`config.mk`:
```
export PLATFORM = sky130hd
export DESIGN_NAME = pli_ctrl
export DESIGN_NICKNAME = d
export VERILOG_FILES = /design/src/hdl/pli_pkg.sv /design/src/hdl/pli_ctrl.sv
export SDC_FILE = /design/constraint.sdc
export NUM_CORES = 1
export LEC_CHECK = 0
export ABC_AREA = 1
export BUFFER_PORTS_ARGS = -buffer_cell sky130_fd_sc_hd__buf_2
export CORE_ASPECT_RATIO = 0.9
export CORE_UTILIZATION = 47
export DETAILED_ROUTE_END_ITERATION = 16
export MAX_ROUTING_LAYER = met4
export PLACE_DENSITY = 0.83
export SYNTH_ARGS = -nofsm -noshare
export SYNTH_HDL_FRONTEND = slang
export SYNTH_SLANG_ARGS = --single-unit
```
`constraint.sdc`:
```
create_clock -name clk -period 1.1 [get_ports clk]
set_input_delay 0 -clock clk [delete_from_list [all_inputs] [get_ports clk]]
set_output_delay 0 -clock clk [all_outputs]
set_load 0.01 [all_outputs]
```
`src/hdl/pli_pkg.sv`:
```
// Shared types, constants and command structs of the piecewise linear interpolator.
package pli_pkg;

  localparam int MaxPointsDefault = 64;
  localparam int CountWidth = 7;

  localparam logic [1:0] StatusInside = 2'd0;
  localparam logic [1:0] StatusLow = 2'd1;
  localparam logic [1:0] StatusHigh = 2'd2;
  localparam logic [1:0] StatusBad = 2'd3;

  localparam logic ModeLoad = 1'b0;
  localparam logic ModeEval = 1'b1;

  typedef struct packed {
    logic        mode;
    logic [5:0]  point_index;
    logic signed [31:0] point_x;
    logic signed [31:0] point_y;
    logic signed [31:0] query_x;
  } in_item_t;

  typedef struct packed {
    logic signed [31:0] value;
    logic [1:0]  status;
  } out_item_t;

  typedef struct packed {
    logic take;
    logic load_write;
    logic load_check;
    logic rd_first;
    logic rd_last;
    logic rd_seg;
    logic seg_test;
    logic seg_next;
    logic mul_start;
    logic div_step;
    logic finish;
  } cmd_t;

  typedef struct packed {
    logic bad;
    logic below;
    logic above;
    logic seg_hit;
    logic seg_end;
    logic div_done;
  } sts_t;

endpackage

```
`src/hdl/pli_ctrl.sv`:
```
// Controller state machine sequencing loads, clamps, segment search and division.
module pli_ctrl (
  input  logic clk,
  input  logic rst,
  input  logic in_valid,
  output logic in_ready,
  input  logic in_mode,
  input  pli_pkg::sts_t sts,
  output pli_pkg::cmd_t cmd,
  output logic out_valid,
  input  logic out_ready,
  output logic clamp_sel,
  output logic [1:0] clamp_status
);

  typedef enum logic [9:0] {
    S_IDLE  = 10'b0000000001,
    S_LOAD  = 10'b0000000010,
    S_FIRST = 10'b0000000100,
    S_CHK0  = 10'b0000001000,
    S_CHKN  = 10'b0000010000,
    S_SEARCH = 10'b0000100000,
    S_SEG   = 10'b0001000000,
    S_MUL   = 10'b0010000000,
    S_DIV   = 10'b0100000000,
    S_OUT   = 10'b1000000000
  } state_t;

  state_t state;
  state_t state_next;
  logic busy_out;
  logic fin;
  logic [1:0] cst_next;
  logic csel_next;

  assign in_ready = (state == S_IDLE) && !(out_valid && !out_ready);

  always_comb begin
    cmd = '0;
    state_next = state;
    fin = 1'b0;
    csel_next = 1'b0;
    cst_next = pli_pkg::StatusInside;
    unique case (state)
      S_IDLE: begin
        cmd.take = in_valid && in_ready;
        if (in_valid && in_ready) begin
          state_next = (in_mode == pli_pkg::ModeLoad) ? S_LOAD : S_FIRST;
        end
      end
      S_LOAD: begin
        cmd.load_check = 1'b1;
        cmd.load_write = 1'b1;
        state_next = S_IDLE;
      end
      S_FIRST: begin
        cmd.rd_first = 1'b1;
        state_next = S_CHK0;
      end
      S_CHK0: begin
        cmd.rd_last = 1'b1;
        if (sts.bad) begin
          fin = 1'b1;
          cst_next = pli_pkg::StatusBad;
          state_next = S_OUT;
        end else if (sts.below) begin
          fin = 1'b1;
          csel_next = 1'b1;
          cst_next = pli_pkg::StatusLow;
          state_next = S_OUT;
        end else begin
          state_next = S_CHKN;
        end
      end
      S_CHKN: begin
        if (sts.above) begin
          cmd.rd_last = 1'b1;
          fin = 1'b1;
          csel_next = 1'b1;
          cst_next = pli_pkg::StatusHigh;
          state_next = S_OUT;
        end else begin
          cmd.rd_first = 1'b1;
          state_next = S_SEARCH;
        end
      end
      S_SEARCH: begin
        cmd.seg_test = 1'b1;
        cmd.seg_next = 1'b1;
        state_next = S_SEG;
      end
      S_SEG: begin
        if (sts.seg_hit) begin
          cmd.rd_seg = 1'b1;
          state_next = S_MUL;
        end else if (sts.seg_end) begin
          fin = 1'b1;
          csel_next = 1'b1;
          cst_next = pli_pkg::StatusInside;
          state_next = S_OUT;
        end else begin
          cmd.seg_test = 1'b1;
          cmd.seg_next = 1'b1;
        end
      end
      S_MUL: begin
        cmd.mul_start = 1'b1;
        state_next = S_DIV;
      end
      S_DIV: begin
        cmd.div_step = 1'b1;
        if (sts.div_done) begin
          fin = 1'b1;
          cmd.finish = 1'b1;
          state_next = S_OUT;
        end
      end
      S_OUT: begin
        state_next = S_IDLE;
      end
      default: state_next = S_IDLE;
    endcase
  end

  assign busy_out = fin;

  always_ff @(posedge clk) begin
    if (rst) begin
      state <= S_IDLE;
      out_valid <= 1'b0;
      clamp_sel <= 1'b0;
      clamp_status <= pli_pkg::StatusInside;
    end else begin
      state <= state_next;
      if (busy_out) begin
        out_valid <= 1'b1;
        clamp_sel <= csel_next || (cst_next == pli_pkg::StatusBad);
        clamp_status <= cst_next;
      end else if (out_ready) begin
        out_valid <= 1'b0;
      end
    end
  end

endmodule

```
== After elaboration in Yosys (flattened, before gate mapping) ==
Cells that the tools add are included.

* Bits of input ports: 11
* Flip-flop bits (word level): 14
* Output and inout bits: 16

* Equality and inequality tests: 13
* Muxes and demuxes: 36
* Reduce and logical (&&, ||, !) cells: 8

{| class="wikitable"
|+ Operators with widths
! operator !! count
|-
| $pmux W10 S8 || 1
|-
| $mux W10 || 7
|-
| $mux W1 || 15
|-
| $mux W2 || 6
|-
| $eq A10 B1 Y1 const B || 1
|-
| $eq A10 B2 Y1 const B || 1
|-
| $eq A10 B3 Y1 const B || 1
|-
| $eq A10 B4 Y1 const B || 1
|-
| $eq A10 B5 Y1 const B || 1
|-
| $eq A10 B6 Y1 const B || 1
|-
| $eq A10 B7 Y1 const B || 1
|-
| $eq A10 B8 Y1 const B || 1
|-
| $eq A10 B9 Y1 const B || 1
|-
| $pmux W2 S2 || 2
|-
| $pmux W1 S2 || 2
|-
| $pmux W1 S4 || 1
|-
| $logic_and A1 B1 Y1 || 3
|-
| $mux W3 || 1
|-
| $ne A3 B3 Y1 const B || 1
|-
| $pmux W1 S3 || 1
|-
| $reduce_and A3 Y1 || 1
|-
| $eq A2 B2 Y1 const B || 1
|-
| $logic_not A1 Y1 || 2
|-
| $ne A2 B1 Y1 const B || 1
|-
| other kinds (3) || 3
|}

== Depth between registers and ports, before layout ==
Gate-level depths: netlist (run 1).

* Depth in word-level cells: 7
* Gate-level depth with buffers: 11

== Worst setup path after synthesis (run 1) ==
No wires, ideal clock.

* Path type: reg-to-reg
* Start point: reg state[0]
* End point: reg clamp_status[1]
* Slack: -112 ps
* Path buffers: 0
* Required time: 970 ps
* Arrival time: 1082 ps
* Cell stages (with the launch flop): 9
* Clock period less this slack: 1212 ps
* Path through: dfxtp_1 -> nor2_4 -> nand2_4 -> nor2_2 -> nand3_2 -> nand2_2 -> nor2_4 -> a21oi_1 -> nor2_1

* Cells in the longest elaborated chain, start to end: 2
* Elaborated cells on any way between the ends: 6

{| class="wikitable"
|+ RTL lines
! item !! RTL line !! source
|-
| start: declaration || pli_ctrl.sv:29 || <nowiki>state_t state;</nowiki>
|-
| start signal: assignment || pli_ctrl.sv:134 || <nowiki>state <= state_next;</nowiki>
|-
| $eq A10 B9 Y1, or another cell as far along || pli_ctrl.sv:44 || <nowiki>unique case (state)</nowiki>
|-
| $pmux W1 S4 / $pmux W2 S2 (equally long branches) || pli_ctrl.sv:44 ||
|-
| end signal: assignment || pli_ctrl.sv:132 || <nowiki>clamp_status <= pli_pkg::StatusInside;</nowiki>
|-
| end signal: assignment || pli_ctrl.sv:138 || <nowiki>clamp_status <= cst_next;</nowiki>
|-
| end: declaration || pli_ctrl.sv:13 || <nowiki>output logic [1:0] clamp_status</nowiki>
|}

Parallel ways exist; a longest one is shown, timed or not.
A chain may end at the register's enable or synchronous reset.

==> impl_metrics.py, run 1 <==
metrics = {
    "pwr": {
        "leakage_uw": 0.0009329,
        "power_uw": 3199,
        "ir_worst_vdd_mv": 1.542,
        "pwr_density_cell_nw_per_um2": 1782,
    },
    "drt": {
        "vias": 1409,
        "via_per_inst": 5.728,
        "ant_nets": 0,
        "first_pass_iters": 5,
        "drc": 0,
        "wl_per_cell_um": 18.69,
        "drt_wl_total_mm": 4.598,
        "detailedRoute.firstIterationViolations": 101,
    },
    "cells_and_area": {
        "finalNonFillerCells": 246,
        "nets": 233,
        "syn_to_final_growth_pct": 69.22,
        "drive_above_1_share_pct": 61.09,
        "fillers": 97,
        "utilization_pct": 88.58,
        "fin_area_um2": 1795,
        "regArea_um2": 297.8,
        "antenna_cells": 0,
        "multi_input_area_um2": 788.3,
    },
    "worst_setup_path": {
        "cpMaxStageDelayCell": "dfxtp_2",
        "required_ps": 1100,
        "crit_family": "buffers and inverters",
        "cp-startpoint": "state[3]$_SDFFE_PP0P_",
        "cp-start-kind": "flop",
        "r2r-start": "state[3]$_SDFFE_PP0P_",
        "path_class": "flop to output pin",
        "slowest_delay_ps": 360,
        "crit_arrival_ps": 1570,
        "worst_r2r_path_depth": 8,
        "critical_path_buf_inv_count": 4,
        "end_kind": "output pin",
        "r2r_end": "clamp_sel$_SDFFE_PP0P_",
        "r2r_slack_ps": -420,
        "crit_fanout": 4,
        "path_cells": "nor2_4 -> nand2_4 -> inv_4 -> nand3_2 -> buf_4 -> inv_1 -> buf_2",
    },
    "yosys": {
        "yosysWarnings": 0,
        "ys_ff_latch": 14,
        "synth_compound_area_share_pct": 4.127,
        "synth.area.mux_share_pct": 0,
        "synth-simple-area-share_pct": 57.55,
        "syn_area_um2": 1061,
        "avgSynthCellArea_um2": 6.935,
        "synth_fa_ha_area_share_pct": 0,
        "seq_area_frac_synth_pct": 26.42,
        "syn-num-nets": 164,
        "synth_top_family_by_area": "simple AND/OR/NAND/NOR gates",
        "synthXorXnorAreaFrac_pct": 0,
        "synthCells": 153,
        "yosysUniqueCellTypes": 25,
    },
    "min_path": {
        "worstHoldEndpoint": "state[7]$_SDFFE_PP0P_",
        "hold_depth": 3,
        "min_from": "sts[2]",
        "min_path_type": "input pin to flop",
    },
    "sta": {
        "max_slew_margin_pct": 77.87,
        "maxSlewViolCount": 0,
        "tightest_slew_ps": 331.9,
        "max_freq_mhz": 637.7,
        "finalCritPeriodShare_pct": 142.6,
        "fin_ws_ps": -468.1,
        "finClkSkew_ps": 10.16,
        "finalHoldViolations": 0,
        "setup_viol": 26,
        "fin_crit_ps": 1568,
        "grt_setup_unrepaired": "true",
    },
    "placed_design": {
        "placedCellCount": 217,
        "gp_congestion": 0.9298,
        "place_hpwl_mm": 2.237,
        "post-place-ws_ps": -227.5,
        "placed_area_um2": 1343,
        "port_buffers": 26,
    },
    "clock_network": {
        "clk_pin_slew_ps": 110,
        "clkSinkCount": 14,
        "cts_buffers": 3,
        "cts_root_buffer": "clkbuf_4",
        "cts_tree": "yes",
        "htree_levels": 1,
        "insertion_delay_ps": 310,
        "max-clock-path-buffers": 2,
    },
    "job": {
        "maxCapViolCount": 0,
    },
    "grt": {
        "grt_overflow": 0,
        "grt_pass1_vias": 1292,
        "grt_pass1_wl_mm": 6.092,
        "antenna_found_initial": 0,
        "grt_start_max_net_pins": 12,
        "grt.total_usage_pct": 37.14,
    },
    "floorplan": {
        "die_w_um": 52.09,
        "die_h_um": 47.08,
        "die_area_um2": 2452,
        "core_region_area_um2": 2027,
        "initial_utilization_pct": 52.35,
        "rows": 15,
        "pin_count": 27,
    },
    "status": {
        "status": "finished, violations left",
        "violations": "negative setup slack",
    },
}
worst min-delay path, cell delays in order:
cell and delay, ps:
buf_2 110, inv_1 160, nor3_2 60
cells in the mapped netlist (all sizes together):
master | count | area [um^2]
nor3b | 1 | 12.51
nor2 | 37 | 234.0
clkbuf | 1 | 3.750
nand3 | 17 | 110.1
o211ai | 1 | 12.51
o21a | 1 | 7.510
dfxtp | 14 | 280.3
a21oi | 4 | 23.77
buf | 2 | 15.01
nand2 | 38 | 182.7
nor3 | 5 | 25.02
inv | 28 | 107.6
or2 | 1 | 6.260
nand4 | 3 | 40.04
stage by stage:
step	TNS [ps]	hold WS (ps)
final	-9498	40.72
after global routing	-10430	36.21
after CTS	-6655	35.89
after detailed placement	-2723	289.7
after global placement	-1936	275.3
after floorplan	-617.6	96.91
area by class of cell:
| cell class | instances | share of cell area (%) |
|---|---|---|
| Multi-Input combinational cell | 108 | 43.90 |
| Inverter | 28 | 6.411 |
| Tap cell | 25 | 1.742 |
| Sequential cell | 14 | 16.59 |
| Timing Repair Buffer | 67 | 29.34 |
| Clock buffer | 4 | 2.021 |
worst max path at each step:
stage                                        end  slack (ps)  cells past startpoint
finish                                    cmd[2]        -470                      7
global route                              cmd[2]        -500                      7
CTS                                       cmd[6]        -330                      7
detailed placement         state[6]$_SDFFE_PP0P_        -230                      8
global placement           state[0]$_SDFFE_PP1P_        -170                     10
floorplan           clamp_status[1]$_SDFFE_PP0P_        -100                      8
registers in the layout, indices dropped and copies added, names as in the netlist:
name / cells
clamp_sel: 1
clamp_status: 2
out_valid: 1
state: 10
report_power, final:
part           switching, uW  internal, uW
clock network            216           202
logic                   1250           868
registers               74.9           586
total                   1540          1660
logic make-up after synthesis:
family	after synthesis
flip-flops	14
AO/OA/AOI/OAI	6
buffers and inverters	31
AND/OR/NAND/NOR	102
placed cells by master, fill, tap and decap left out, types with 2 or more instances in the layout:
master / instances
nand2_2: 9
nand3_1: 9
nor2_4: 11
nor2_2: 3
nor2_8: 2
dfxtp_4: 2
a21oi_1: 2
buf_6: 13
nand3_2: 4
inv_1: 21
dfxtp_2: 8
inv_4: 4
dfxtp_1: 4
nor2_1: 21
inv_2: 3
nor3_2: 2
nand2_4: 6
dlygate4sd3_1: 2
a21oi_2: 2
buf_2: 22
buf_12: 2
clkbuf_4: 3
nand3_4: 4
nand2_1: 23
buf_4: 28
nor3_1: 2
what timing repair did:
action	4_1_cts	5_1_grt
setup buffers	17	7
hold endpoints to repair	2	0
gates resized for setup	40	10
pin swaps	20	10
hold buffers	2	0
setup endpoints to repair	26	26
layer usage:
metal  up-vias  share of wire [%]  track usage, %
met1       662                 38           40.12
met2       100                 47           65.64
li1        604                  -               -
met4         0                6.1           17.30
met5         -                  0               -
met3        43                8.5           8.091
No activity file was read; power rests on OpenSTA's default activity.
==> inputs of run 2 (changes only) <==
CORE_UTILIZATION = 54   (was 47)
CTS_BUF_LIST = sky130_fd_sc_hd__clkbuf_8   (was unset)
PLACE_DENSITY = 0.89   (was 0.83)
SETUP_SLACK_MARGIN = 0.4   (was unset)
clock period = 1.8 ns   (was 1.1 ns; I/O delays follow)
==> impl_metrics.py, run 2 (synthesis gave the netlist of run 1 again) <==
metrics = {
    "min_path": {
        "min_path_type": "input pin to flop",
    },
    "job": {
        "maxCapViolCount": 0,
    },
    "pwr": {
        "power_uw": 1600,
        "clock_power_share_pct": 19.7,
        "p_int_uw": 839.8,
        "p_sw_share_pct": 47.52,
        "p_seq_share_pct": 25.2,
        "leakage_uw": 0.0007298,
        "p_comb_share_pct": 55.1,
        "ir_worst_vdd_mv": 1.102,
        "power_switching_uw": 760.4,
        "pwr_density_cell_nw_per_um2": 1193,
    },
    "sta": {
        "holdWs_ps": 24.73,
        "setup_tns_ps": 0,
        "maxSlewViolCount": 0,
        "fin_ws_ps": 340.9,
        "finalHoldViolations": 0,
        "max_freq_mhz": 685.4,
        "max_slew_margin_pct": 80.58,
        "finClkSkew_ps": 2.501,
        "setup_viol": 0,
        "fin_crit_ps": 1459,
        "grt_setup_unrepaired": "true",
        "tightest_slew_ps": 291.0,
        "finalCritPeriodShare_pct": 81.06,
    },
    "floorplan": {
        "die_area_um2": 2146,
        "die_w_um": 48.73,
        "die_h_um": 44.05,
        "pin_count": 27,
        "core_region_area_um2": 1752,
        "rows": 14,
        "initial_utilization_pct": 60.57,
    },
    "cells_and_area": {
        "antenna_cells": 0,
        "nets": 195,
        "finalNonFillerCells": 207,
        "regMostFlops": "state",
        "largest_reg_flops": 10,
        "multi_input_area_um2": 699.4,
        "regArea_um2": 291.5,
        "drive_above_1_share_pct": 46.99,
        "reg_top3": "state (10), clamp_status (2)",
        "syn_to_final_growth_pct": 26.42,
        "mostFrequentLayoutCell": "buf_2",
        "fillers": 127,
        "layout_common_cells": "26 x buf_2, 25 x nand2_1, 22 x nor2_1",
    },
    "clock_network": {
        "cts_buffers": 3,
        "max-clock-path-buffers": 2,
        "clk_pin_slew_ps": 60,
        "cts_root_buffer": "clkbuf_8",
        "cts-hold-fix-buffers": 0,
        "clkSinkCount": 14,
        "cts_tree": "yes",
        "insertion_delay_ps": 250,
        "htree_levels": 1,
    },
    "placed_design": {
        "placedCellCount": 200,
        "gp_congestion": 0.9608,
        "port_buffers": 26,
        "post-place-ws_ps": 456.1,
        "place_hpwl_mm": 2.003,
    },
    "worst_setup_path": {
        "path_class": "flop to output pin",
        "required_ps": 1800,
        "crit_arrival_ps": 1460,
        "crit_fanout": 5,
        "cp-start-kind": "flop",
        "end_kind": "output pin",
    },
    "grt": {
        "use_met3_pct": 3.093,
        "grt_start_max_net_pins": 12,
        "grt_pass1_vias": 920,
        "antenna_found_initial": 0,
        "grt_overflow": 0,
        "use_met2_pct": 45.56,
        "grt_pass1_wl_mm": 4.043,
        "grt.total_usage_pct": 26.01,
        "grt_util_met1_pct": 31.48,
        "grt.busiest_layer": "met2",
    },
    "drt": {
        "first_pass_iters": 4,
        "drc": 0,
        "vias": 1113,
        "drt_wl_total_mm": 2.792,
        "via_per_inst": 5.377,
        "wl_per_cell_um": 13.49,
        "detailedRoute.firstIterationViolations": 46,
        "ant_nets": 0,
    },
    "status": {
        "status": "complete, no violations",
    },
}
## run 2: changes by cell type in the layout (fill, tap and decap cells not counted), sizes merged
| cell | previous run | this run |
|---|---|---|
| buf | 65 | 29 |
| dlygate4sd3 | 2 | 0 |
## run 2: cell type report
class                   count  share of cell area (%)
inverters                  28                   8.395
flip-flops and latches     14                   21.74
multi-input cells         108                   52.15
repair buffers             29                   11.38
well taps                  24                   2.239
clock buffers               4                   4.104
## run 2: worst paths after layout
kind	slack, ps	cells after the start	start	end
min reg2reg	490	2	clamp_sel$_SDFFE_PP0P_	clamp_sel$_SDFFE_PP0P_
max	340	6	state[9]$_SDFFE_PP0P_	cmd[7]
max reg2reg	370	8	state[9]$_SDFFE_PP0P_	state[6]$_SDFFE_PP0P_
min	20	4	in_mode	state[1]$_SDFFE_PP0P_
## run 2: timing repair
item / in CTS / in global routing
endpoints found under the hold margin: 0 / 0
pin swaps: 1 / 7
endpoints found under the setup margin: 2 / 15
setup buffers: 0 / 3
resized for setup: 2 / 19
## run 2: per-stage QoR
| step | instance area (um^2) | util [%] |
|---|---|---|
| floorplan | 1061 | - |
| global placement | 1202 | 68.64 |
| detailed placement | 1202 | 68.64 |
| CTS | 1264 | 72.14 |
| global route | 1341 | 76.57 |
| finish | 1341 | 76.57 |
## run 2: critical path, stage by stage (launching register included)
cell and delay (ps):
dfxtp_4 360, nor2_4 220, nand2_2 130, nor3b_2 220, nand2_1 100, nand2_1 70
buf_2 120
## run 2: power groups by stage
stage / clock network [uW] / logic (uW) / registers, uW
after floorplan: 0 / 613 / 396
after global placement: 0 / 744 / 400
after detailed placement: 0 / 767 / 402
after CTS: 322 / 769 / 397
after global routing: 332 / 965 / 405
final: 315 / 882 / 403
## run 2: metal layers
| metal | share of wire (%) | wire (um) | vias up |
|---|---|---|---|
| li1 | - | - | 530 |
| met1 | 40 | 1106 | 503 |
| met2 | 50 | 1388 | 71 |
| met3 | 8.8 | 247 | 9 |
| met4 | 1.8 | 50 | 0 |
| met5 | 0 | 0 | - |
